===== config.mk =====
export PLATFORM = sky130hd
export DESIGN_NAME = sha1_message_digest
export DESIGN_NICKNAME = d
export VERILOG_FILES = /design/src/rtl/sha1md_pkg.sv /design/src/rtl/sha1md_ctrl.sv /design/src/rtl/sha1md_datapath.sv /design/src/rtl/sha1_message_digest.sv
export SDC_FILE = /design/constraint.sdc
export NUM_CORES = 2
export LEC_CHECK = 0
export BUFFER_PORTS_ARGS = -buffer_cell sky130_fd_sc_hd__buf_4
export CAP_MARGIN = 40
export CORE_AREA = 3 3 440 442
export DETAILED_ROUTE_END_ITERATION = 8
export DIE_AREA = 0 0 443 445
export PLACE_DENSITY = 0.39
export REMOVE_ABC_BUFFERS = 1
export SLEW_MARGIN = 20
export SYNTH_ARGS = -nofsm -noshare
export SYNTH_HDL_FRONTEND = slang
export SYNTH_SLANG_ARGS = --single-unit

===== constraint.sdc =====
create_clock -name clk -period 38 [get_ports clk]
set_clock_uncertainty 0.15 [all_clocks]
set_input_delay 7.6 -clock clk [delete_from_list [all_inputs] [get_ports clk]]
set_output_delay 7.6 -clock clk [all_outputs]
set_load 0.01 [all_outputs]

===== src/rtl/sha1md_pkg.sv =====
package sha1md_pkg;

	// Initial chaining values H0 to H4.
	localparam logic [31:0] H_INIT [5] = '{
		32'h67452301, 32'hEFCDAB89, 32'h98BADCFE, 32'h10325476, 32'hC3D2E1F0
	};

	localparam logic [31:0] PAD_WORD   = 32'h80000000;
	localparam logic [6:0]  ROUND_LAST = 7'd79;
	localparam logic [3:0]  LEN_SLOT   = 4'd14;
	localparam logic [3:0]  FILL_LAST  = 4'd15;
	localparam logic [2:0]  FULL_BYTES = 3'd4;
	localparam logic [2:0]  DIG_LAST   = 3'd4;

	// Source of the word pushed into the message schedule.
	typedef enum logic [2:0] {
		SRC_DATA   = 3'd0,
		SRC_MASK   = 3'd1,
		SRC_PAD    = 3'd2,
		SRC_ZERO   = 3'd3,
		SRC_LEN_HI = 3'd4,
		SRC_LEN_LO = 3'd5
	} word_src_t;

	// Commands from the controller to the datapath.
	typedef struct packed {
		logic        push;
		word_src_t   src;
		logic [2:0]  nbytes;
		logic        count_en;
		logic        count_clear;
		logic        load_vars;
		logic        round;
		logic [1:0]  grp;
		logic        fold;
		logic        chain_init;
		logic [2:0]  out_idx;
	} dp_cmd_t;

	// Round constant for each group of twenty rounds.
	function automatic logic [31:0] round_k(input logic [1:0] grp);
		logic [31:0] k;
		case (grp)
			2'd0: k = 32'h5A827999;
			2'd1: k = 32'h6ED9EBA1;
			2'd2: k = 32'h8F1BBCDC;
			default: k = 32'hCA62C1D6;
		endcase
		return k;
	endfunction

endpackage


===== src/rtl/sha1md_ctrl.sv =====
module sha1md_ctrl import sha1md_pkg::*; (
	input  logic        clk,
	input  logic        arst_n,
	input  logic        msg_valid,
	input  logic [2:0]  valid_bytes,
	input  logic        end_of_message,
	output logic        msg_stall,
	output logic        dig_valid,
	input  logic        dig_stall,
	output logic [2:0]  word_index,
	output logic        last_word,
	output dp_cmd_t     cmd
);

	typedef enum logic [4:0] {
		ST_IDLE  = 5'b00001,
		ST_PAD   = 5'b00010,
		ST_ROUND = 5'b00100,
		ST_FOLD  = 5'b01000,
		ST_EMIT  = 5'b10000
	} state_t;

	localparam logic [6:0] GRP1_START = 7'd20;
	localparam logic [6:0] GRP2_START = 7'd40;
	localparam logic [6:0] GRP3_START = 7'd60;

	state_t      state_q, state_d;
	logic [3:0]  fill_q, fill_d;
	logic [6:0]  round_q, round_d;
	logic [2:0]  idx_q, idx_d;
	logic        pad_q, pad_d;
	logic        final_q, final_d;
	logic        lenhi_q, lenhi_d;
	logic [2:0]  nb;

	// Byte counts above four are treated as a full word.
	assign nb = (valid_bytes > FULL_BYTES) ? FULL_BYTES : valid_bytes;

	assign msg_stall  = (state_q != ST_IDLE);
	assign dig_valid  = (state_q == ST_EMIT);
	assign word_index = idx_q;
	assign last_word  = (idx_q == DIG_LAST);

	// Next-state and command decode.
	always_comb begin
		state_d = state_q;
		fill_d  = fill_q;
		round_d = round_q;
		idx_d   = idx_q;
		pad_d   = pad_q;
		final_d = final_q;
		lenhi_d = lenhi_q;
		cmd     = '0;
		cmd.src = SRC_ZERO;
		cmd.out_idx = idx_q;
		if (round_q < GRP1_START) begin
			cmd.grp = 2'd0;
		end else if (round_q < GRP2_START) begin
			cmd.grp = 2'd1;
		end else if (round_q < GRP3_START) begin
			cmd.grp = 2'd2;
		end else begin
			cmd.grp = 2'd3;
		end
		case (state_q)
			ST_IDLE: begin
				if (msg_valid) begin
					cmd.push     = 1'b1;
					cmd.count_en = 1'b1;
					fill_d       = fill_q + 4'd1;
					if (!end_of_message) begin
						cmd.src    = SRC_DATA;
						cmd.nbytes = FULL_BYTES;
					end else begin
						cmd.nbytes = nb;
						cmd.src    = (nb == FULL_BYTES) ? SRC_DATA : SRC_MASK;
						pad_d      = (nb == FULL_BYTES);
						final_d    = 1'b1;
						state_d    = ST_PAD;
					end
					if (fill_q == FILL_LAST) begin
						cmd.load_vars = 1'b1;
						round_d       = '0;
						state_d       = ST_ROUND;
					end
				end
			end
			ST_PAD: begin
				cmd.push = 1'b1;
				fill_d   = fill_q + 4'd1;
				if (pad_q) begin
					cmd.src = SRC_PAD;
					pad_d   = 1'b0;
				end else if (fill_q == LEN_SLOT) begin
					cmd.src = SRC_LEN_HI;
					lenhi_d = 1'b1;
				end else if (fill_q == FILL_LAST && lenhi_q) begin
					cmd.src = SRC_LEN_LO;
				end else begin
					cmd.src = SRC_ZERO;
				end
				if (fill_q == FILL_LAST) begin
					cmd.load_vars = 1'b1;
					round_d       = '0;
					state_d       = ST_ROUND;
				end
			end
			ST_ROUND: begin
				cmd.round = 1'b1;
				if (round_q == ROUND_LAST) begin
					state_d = ST_FOLD;
				end else begin
					round_d = round_q + 7'd1;
				end
			end
			ST_FOLD: begin
				cmd.fold = 1'b1;
				idx_d    = '0;
				if (lenhi_q) begin
					state_d = ST_EMIT;
				end else if (final_q) begin
					state_d = ST_PAD;
				end else begin
					state_d = ST_IDLE;
				end
			end
			ST_EMIT: begin
				if (!dig_stall) begin
					if (idx_q == DIG_LAST) begin
						cmd.chain_init  = 1'b1;
						cmd.count_clear = 1'b1;
						final_d         = 1'b0;
						lenhi_d         = 1'b0;
						state_d         = ST_IDLE;
					end else begin
						idx_d = idx_q + 3'd1;
					end
				end
			end
			default: begin
				state_d = ST_IDLE;
			end
		endcase
	end

	// Control registers.
	always_ff @(posedge clk or negedge arst_n) begin
		if (!arst_n) begin
			state_q <= ST_IDLE;
			fill_q  <= '0;
			round_q <= '0;
			idx_q   <= '0;
			pad_q   <= 1'b0;
			final_q <= 1'b0;
			lenhi_q <= 1'b0;
		end else begin
			state_q <= state_d;
			fill_q  <= fill_d;
			round_q <= round_d;
			idx_q   <= idx_d;
			pad_q   <= pad_d;
			final_q <= final_d;
			lenhi_q <= lenhi_d;
		end
	end

endmodule


===== src/rtl/sha1md_datapath.sv =====
module sha1md_datapath import sha1md_pkg::*; (
	input  logic        clk,
	input  logic        arst_n,
	input  dp_cmd_t     cmd,
	input  logic [31:0] data_word,
	output logic [31:0] digest_word
);

	logic [31:0] w_q [16];
	logic [31:0] v_q [5];
	logic [31:0] chain_q [5];
	logic [60:0] count_q;

	logic [31:0] keep_mask;
	logic [31:0] pad_bits;
	logic [31:0] push_word;
	logic [31:0] sched_x;
	logic [31:0] sched_new;
	logic [31:0] f_val;
	logic [31:0] t_val;

	// Final-word byte masking and in-word pad placement.
	always_comb begin
		case (cmd.nbytes)
			3'd0: begin
				keep_mask = 32'h00000000;
				pad_bits  = 32'h80000000;
			end
			3'd1: begin
				keep_mask = 32'hFF000000;
				pad_bits  = 32'h00800000;
			end
			3'd2: begin
				keep_mask = 32'hFFFF0000;
				pad_bits  = 32'h00008000;
			end
			3'd3: begin
				keep_mask = 32'hFFFFFF00;
				pad_bits  = 32'h00000080;
			end
			default: begin
				keep_mask = 32'hFFFFFFFF;
				pad_bits  = 32'h00000000;
			end
		endcase
	end

	// Word entering the schedule window.
	always_comb begin
		case (cmd.src)
			SRC_DATA:   push_word = data_word;
			SRC_MASK:   push_word = (data_word & keep_mask) | pad_bits;
			SRC_PAD:    push_word = PAD_WORD;
			SRC_LEN_HI: push_word = count_q[60:29];
			SRC_LEN_LO: push_word = {count_q[28:0], 3'b000};
			default:    push_word = '0;
		endcase
	end

	// Schedule expansion: the window holds W[t] to W[t+15].
	assign sched_x   = w_q[13] ^ w_q[8] ^ w_q[2] ^ w_q[0];
	assign sched_new = {sched_x[30:0], sched_x[31]};

	// Round function.
	always_comb begin
		case (cmd.grp)
			2'd0: f_val = (v_q[1] & v_q[2]) | (~v_q[1] & v_q[3]);
			2'd2: f_val = (v_q[1] & v_q[2]) | (v_q[1] & v_q[3]) | (v_q[2] & v_q[3]);
			default: f_val = v_q[1] ^ v_q[2] ^ v_q[3];
		endcase
	end

	assign t_val = {v_q[0][26:0], v_q[0][31:27]} + f_val + v_q[4] + w_q[0] + round_k(cmd.grp);

	// Schedule window shifts on every push and every round.
	always_ff @(posedge clk) begin
		if (cmd.push || cmd.round) begin
			for (int i = 0; i < 15; i++) begin
				w_q[i] <= w_q[i+1];
			end
			w_q[15] <= cmd.push ? push_word : sched_new;
		end
	end

	// Working variables, chaining values and byte counter.
	always_ff @(posedge clk or negedge arst_n) begin
		if (!arst_n) begin
			for (int i = 0; i < 5; i++) begin
				v_q[i]     <= '0;
				chain_q[i] <= H_INIT[i];
			end
			count_q <= '0;
		end else begin
			if (cmd.load_vars) begin
				for (int i = 0; i < 5; i++) begin
					v_q[i] <= chain_q[i];
				end
			end else if (cmd.round) begin
				v_q[0] <= t_val;
				v_q[1] <= v_q[0];
				v_q[2] <= {v_q[1][1:0], v_q[1][31:2]};
				v_q[3] <= v_q[2];
				v_q[4] <= v_q[3];
			end
			if (cmd.chain_init) begin
				for (int i = 0; i < 5; i++) begin
					chain_q[i] <= H_INIT[i];
				end
			end else if (cmd.fold) begin
				for (int i = 0; i < 5; i++) begin
					chain_q[i] <= chain_q[i] + v_q[i];
				end
			end
			if (cmd.count_clear) begin
				count_q <= '0;
			end else if (cmd.count_en) begin
				count_q <= count_q + {58'd0, cmd.nbytes};
			end
		end
	end

	// Digest word selection.
	always_comb begin
		case (cmd.out_idx)
			3'd0: digest_word = chain_q[0];
			3'd1: digest_word = chain_q[1];
			3'd2: digest_word = chain_q[2];
			3'd3: digest_word = chain_q[3];
			3'd4: digest_word = chain_q[4];
			default: digest_word = '0;
		endcase
	end

endmodule


===== src/rtl/sha1_message_digest.sv =====
// Non-final word: taken while idle; a word that fills a 16-word block then starts 80 rounds and a fold.
// Final word: padding words go in one per cycle, then one or two compressions,
// then five digest beats, one per cycle when not stalled.
// Message words are not taken while a block is compressed; throughput is set by the single shared round unit.
// Reset restores the initial chaining values and clears the counters; there is no clearing pass.
module sha1_message_digest import sha1md_pkg::*; (
	input  logic        clk,
	input  logic        arst_n,
	input  logic        msg_valid,
	output logic        msg_stall,
	input  logic [31:0] data_word,
	input  logic [2:0]  valid_bytes,
	input  logic        end_of_message,
	output logic        dig_valid,
	input  logic        dig_stall,
	output logic [31:0] digest_word,
	output logic [2:0]  word_index,
	output logic        last_word
);

	dp_cmd_t cmd;

	// Sequencer for loading, padding, rounds and digest output.
	sha1md_ctrl u_ctrl (
		.clk            (clk),
		.arst_n         (arst_n),
		.msg_valid      (msg_valid),
		.valid_bytes    (valid_bytes),
		.end_of_message (end_of_message),
		.msg_stall      (msg_stall),
		.dig_valid      (dig_valid),
		.dig_stall      (dig_stall),
		.word_index     (word_index),
		.last_word      (last_word),
		.cmd            (cmd)
	);

	// Schedule window, round unit, chaining values and length counter.
	sha1md_datapath u_dp (
		.clk         (clk),
		.arst_n      (arst_n),
		.cmd         (cmd),
		.data_word   (data_word),
		.digest_word (digest_word)
	);

endmodule


==> results.md <==
- Status: complete, no violations
- Post-CTS Resized: 0
- Seq/Total Area, Yosys: 53.8%
- Final hold vios: 0
- Max-cap violation count: 0
- Number of antenna diodes: 0
- Async S/R FF share, synth: 44.0%
- Post-Syn Area per Cell: 11.5 sq um
- Startpoint Class: register
- Routed wire length per instance: 21.8 microns
- Die Width: 443 microns
- Dominant cell type by area after synthesis: edfxtp_1
- Clk root buf: clkbuf_16
- Hold_sp: u_dp.w_q[2][25]
- RePlAce Congestion: 0.828
- Slowest stage cell on the critical path: ha_1
- Fin nets: 4594
- Routed Antenna Nets: 0
- Main area contributors after synthesis: edfxtp_1 (32%), dfrtp_1 (17%), ha_1 (5.5%)
- Synth warn: 0
- DRC viols: 0
- Drt total wl: roughly 150000 microns
- R2R Setup Slk: 30.03 ns
- IO buf count: 77
- Clock sink total: around 920
- CTS Buf Count: 108
- Post-Syn Instances: 4138
- Starting density of the core: 25.0%
- CP dominant cell by count: buf_4
- Hold Buf Count CTS: 0
- Via-to-Cell Ratio: 4.73
- Critical path fanouts, max: 34
- First-pass GRT wire length: approximately 220000 microns
- Clk_lat worst skew: 0.76 ns
- Setup TNS: 0 ns
- Worst slew margin: ~40%
- TritonRoute pass-1 iters: 6
- Worst Setup Path Type: reg -> out
- Clk slew on worst S/H paths: 0.06 ns
- Initial antenna violation count: 4
- Worst EP required: 30.25 ns
- Synth cell types: 96
- Core area: roughly 0.19 sq mm
- Fill count: a little under 20000
- Fin area: 0.0549 sq mm
- Post-synth top area share: 32.4%
- Layout cells sized above 1: 10.9%
- Launch point of the critical path: u_ctrl.word_index[0]
- Detailed placement HPWL: 103000 microns
- H-tree levels: 3
- Worst Path Arrival: 3.76 ns
- DRT iter0 DRCs: 2333
- Flops & latches, synth: 915
- Final setup vio count: 0
- Tot GR Track Use: 14.9%
- Via count: 32266
- Crit end category: primary output
- CTS Buffer Depth: 3
- RR Startpoint: u_ctrl.round_q[5]
- Overflow after GRT: 0
- Cell Area, Placed: 0.0513 sq mm
- Delay of the slowest cell on the worst path: around 0.66 ns
- CP Cell Sequence: inv_1 -> ha_1 -> nand2_1 -> clkinv_1 -> buf_4 -> a222oi_1 -> o21ai_0 -> buf_4
- Highest clock rate: 86.9 MHz
- DIE HEIGHT: 445 microns
- Final core occ: ~29%
- Worst Max-Slew Pin Slew: 0.897 ns
- # rows: between 150 and 200
- Area of the die: 0.197 sq mm
- Synth-to-layout area growth: 15.6%
- CTS tree: done
- EDFF count, synth: slightly above 500
- Worst hold path type: reg -> reg
- Cell area after synthesis: 0.0475 sq mm
- Largest net degree at the start of global routing: 134
- Max-slew violations: 0
- Final worst-path cycle share: 30.3%
- # Post-CTS Setup Buffers: 0
- Vias in the first global route: around 32000
- Num ports: 78
- RSZ-0062 raised after global routing: false
- Ys flop type: edfxtp_1
- Final min period: 11.51 ns
[registers in the layout, indices dropped and copies added, names as in the netlist]
| signal | cells |
|---|---|
| u_dp.count_q | 61 |
| u_ctrl.lenhi_q | 1 |
| u_ctrl.word_index | 3 |
| u_ctrl.round_q | 7 |
| u_ctrl.final_q | 1 |
| u_dp.chain_q | 160 |
| u_dp.v_q | 160 |
| u_ctrl.pad_q | 1 |
| u_ctrl.state_q | 5 |
| u_dp.w_q | 512 |
| u_ctrl.fill_q | 4 |
[cell families (layout without fill, tap and decap cells)]
kind of cell	Yosys count	after routing	synth area share, %
fa+ha+maj	335	335	10.8
buf+inv	412	587	3.29
xor+xnor	320	320	5.90
simple gates	1008	1008	9.61
mux	71	71	1.58
flops	915	915	53.8
compound gates	1077	1077	15.0
[routing by layer]
metal | wire length, microns | up-vias | global-route usage (%)
li1 | - | 15151 | -
met1 | 70300 | 16231 | 20.9
met2 | 67000 | 664 | 23.2
met3 | 5950 | 218 | 1.99
met4 | 5410 | 2 | 5.70
met5 | 12 | - | 0
[area by class of cell]
| cell class | count | area, sq um | share of cell area [%] |
|---|---|---|---|
| Tap cell | 2511 | 3140 | 5.73 |
| Inverter | 249 | 935 | 1.70 |
| Clock buffer | 132 | 2890 | 5.27 |
| Clock inverter | 71 | 684 | 1.25 |
| Multi-Input combinational cell | 2811 | 20500 | 37.3 |
| Timing Repair Buffer | 135 | 1180 | 2.14 |
| Sequential cell | 915 | 25600 | 46.6 |
[layout by cell type, fill, tap and decap left out, drive strengths merged, types with 40 or more instances in the layout]
master	count
a21o	92
a21oi	232
a22oi	253
buf	135
clkbuf	132
clkinv	54
dfrtp	322
dfstp	81
edfxtp	512
fa	126
ha	208
inv	251
mux2i	40
nand2	444
nand3	112
nor2	208
nor2b	40
nor3	58
o21ai	281
xnor2	169
xor2	151
[synthesized netlist by cell type, drive strengths merged, types with 40 or more instances]
cell type	n
nor2b	40
nand3	112
ha	208
xnor2	169
dfstp	81
a21oi	232
xor2	151
a21o	92
clkbuf	138
nor2	208
dfrtp	322
mux2i	40
fa	126
nor3	58
inv	248
o21ai	281
nand2	444
edfxtp	512
a22oi	253
[worst max-delay path, delay by kind of cell (launching register included)]
| kind | cells | cell delay (ns) |
|---|---|---|
| compound gates | 2 | 0.53 |
| fa+ha+maj | 1 | 0.66 |
| buf+inv | 4 | 1.02 |
| flops | 1 | 0.45 |
| simple gates | 1 | 0.29 |
[through the flow]
step | hold WS, ns | std cells | setup slack [ns]
3_5_place_dp | 0.255 | 6621 | 26.36
4_1_cts | 0.199 | 6824 | 26.40
2_1_floorplan | 0.250 | 3975 | 12.74
6_report | 0.204 | 6824 | 26.49
5_1_grt | 0.203 | 6824 | 26.33
3_3_place_gp | 0.250 | 6608 | 25.82
[worst paths after layout]
path / to / cells after the start
max in group asynchronous: u_dp.chain_q[128] / 4
worst min register to register: u_dp.w_q[1][57] / 0
worst min-delay path: u_dp.w_q[1][57] / 0
min in group asynchronous: u_dp.chain_q[148] / 1
worst max-delay path: digest_word[20] / 8
worst max register to register: u_dp.v_q[156] / 24
Power is left out: the tool's default activity adds up to more than one toggle a clock period on the data nets, which glitch-free logic cannot reach.
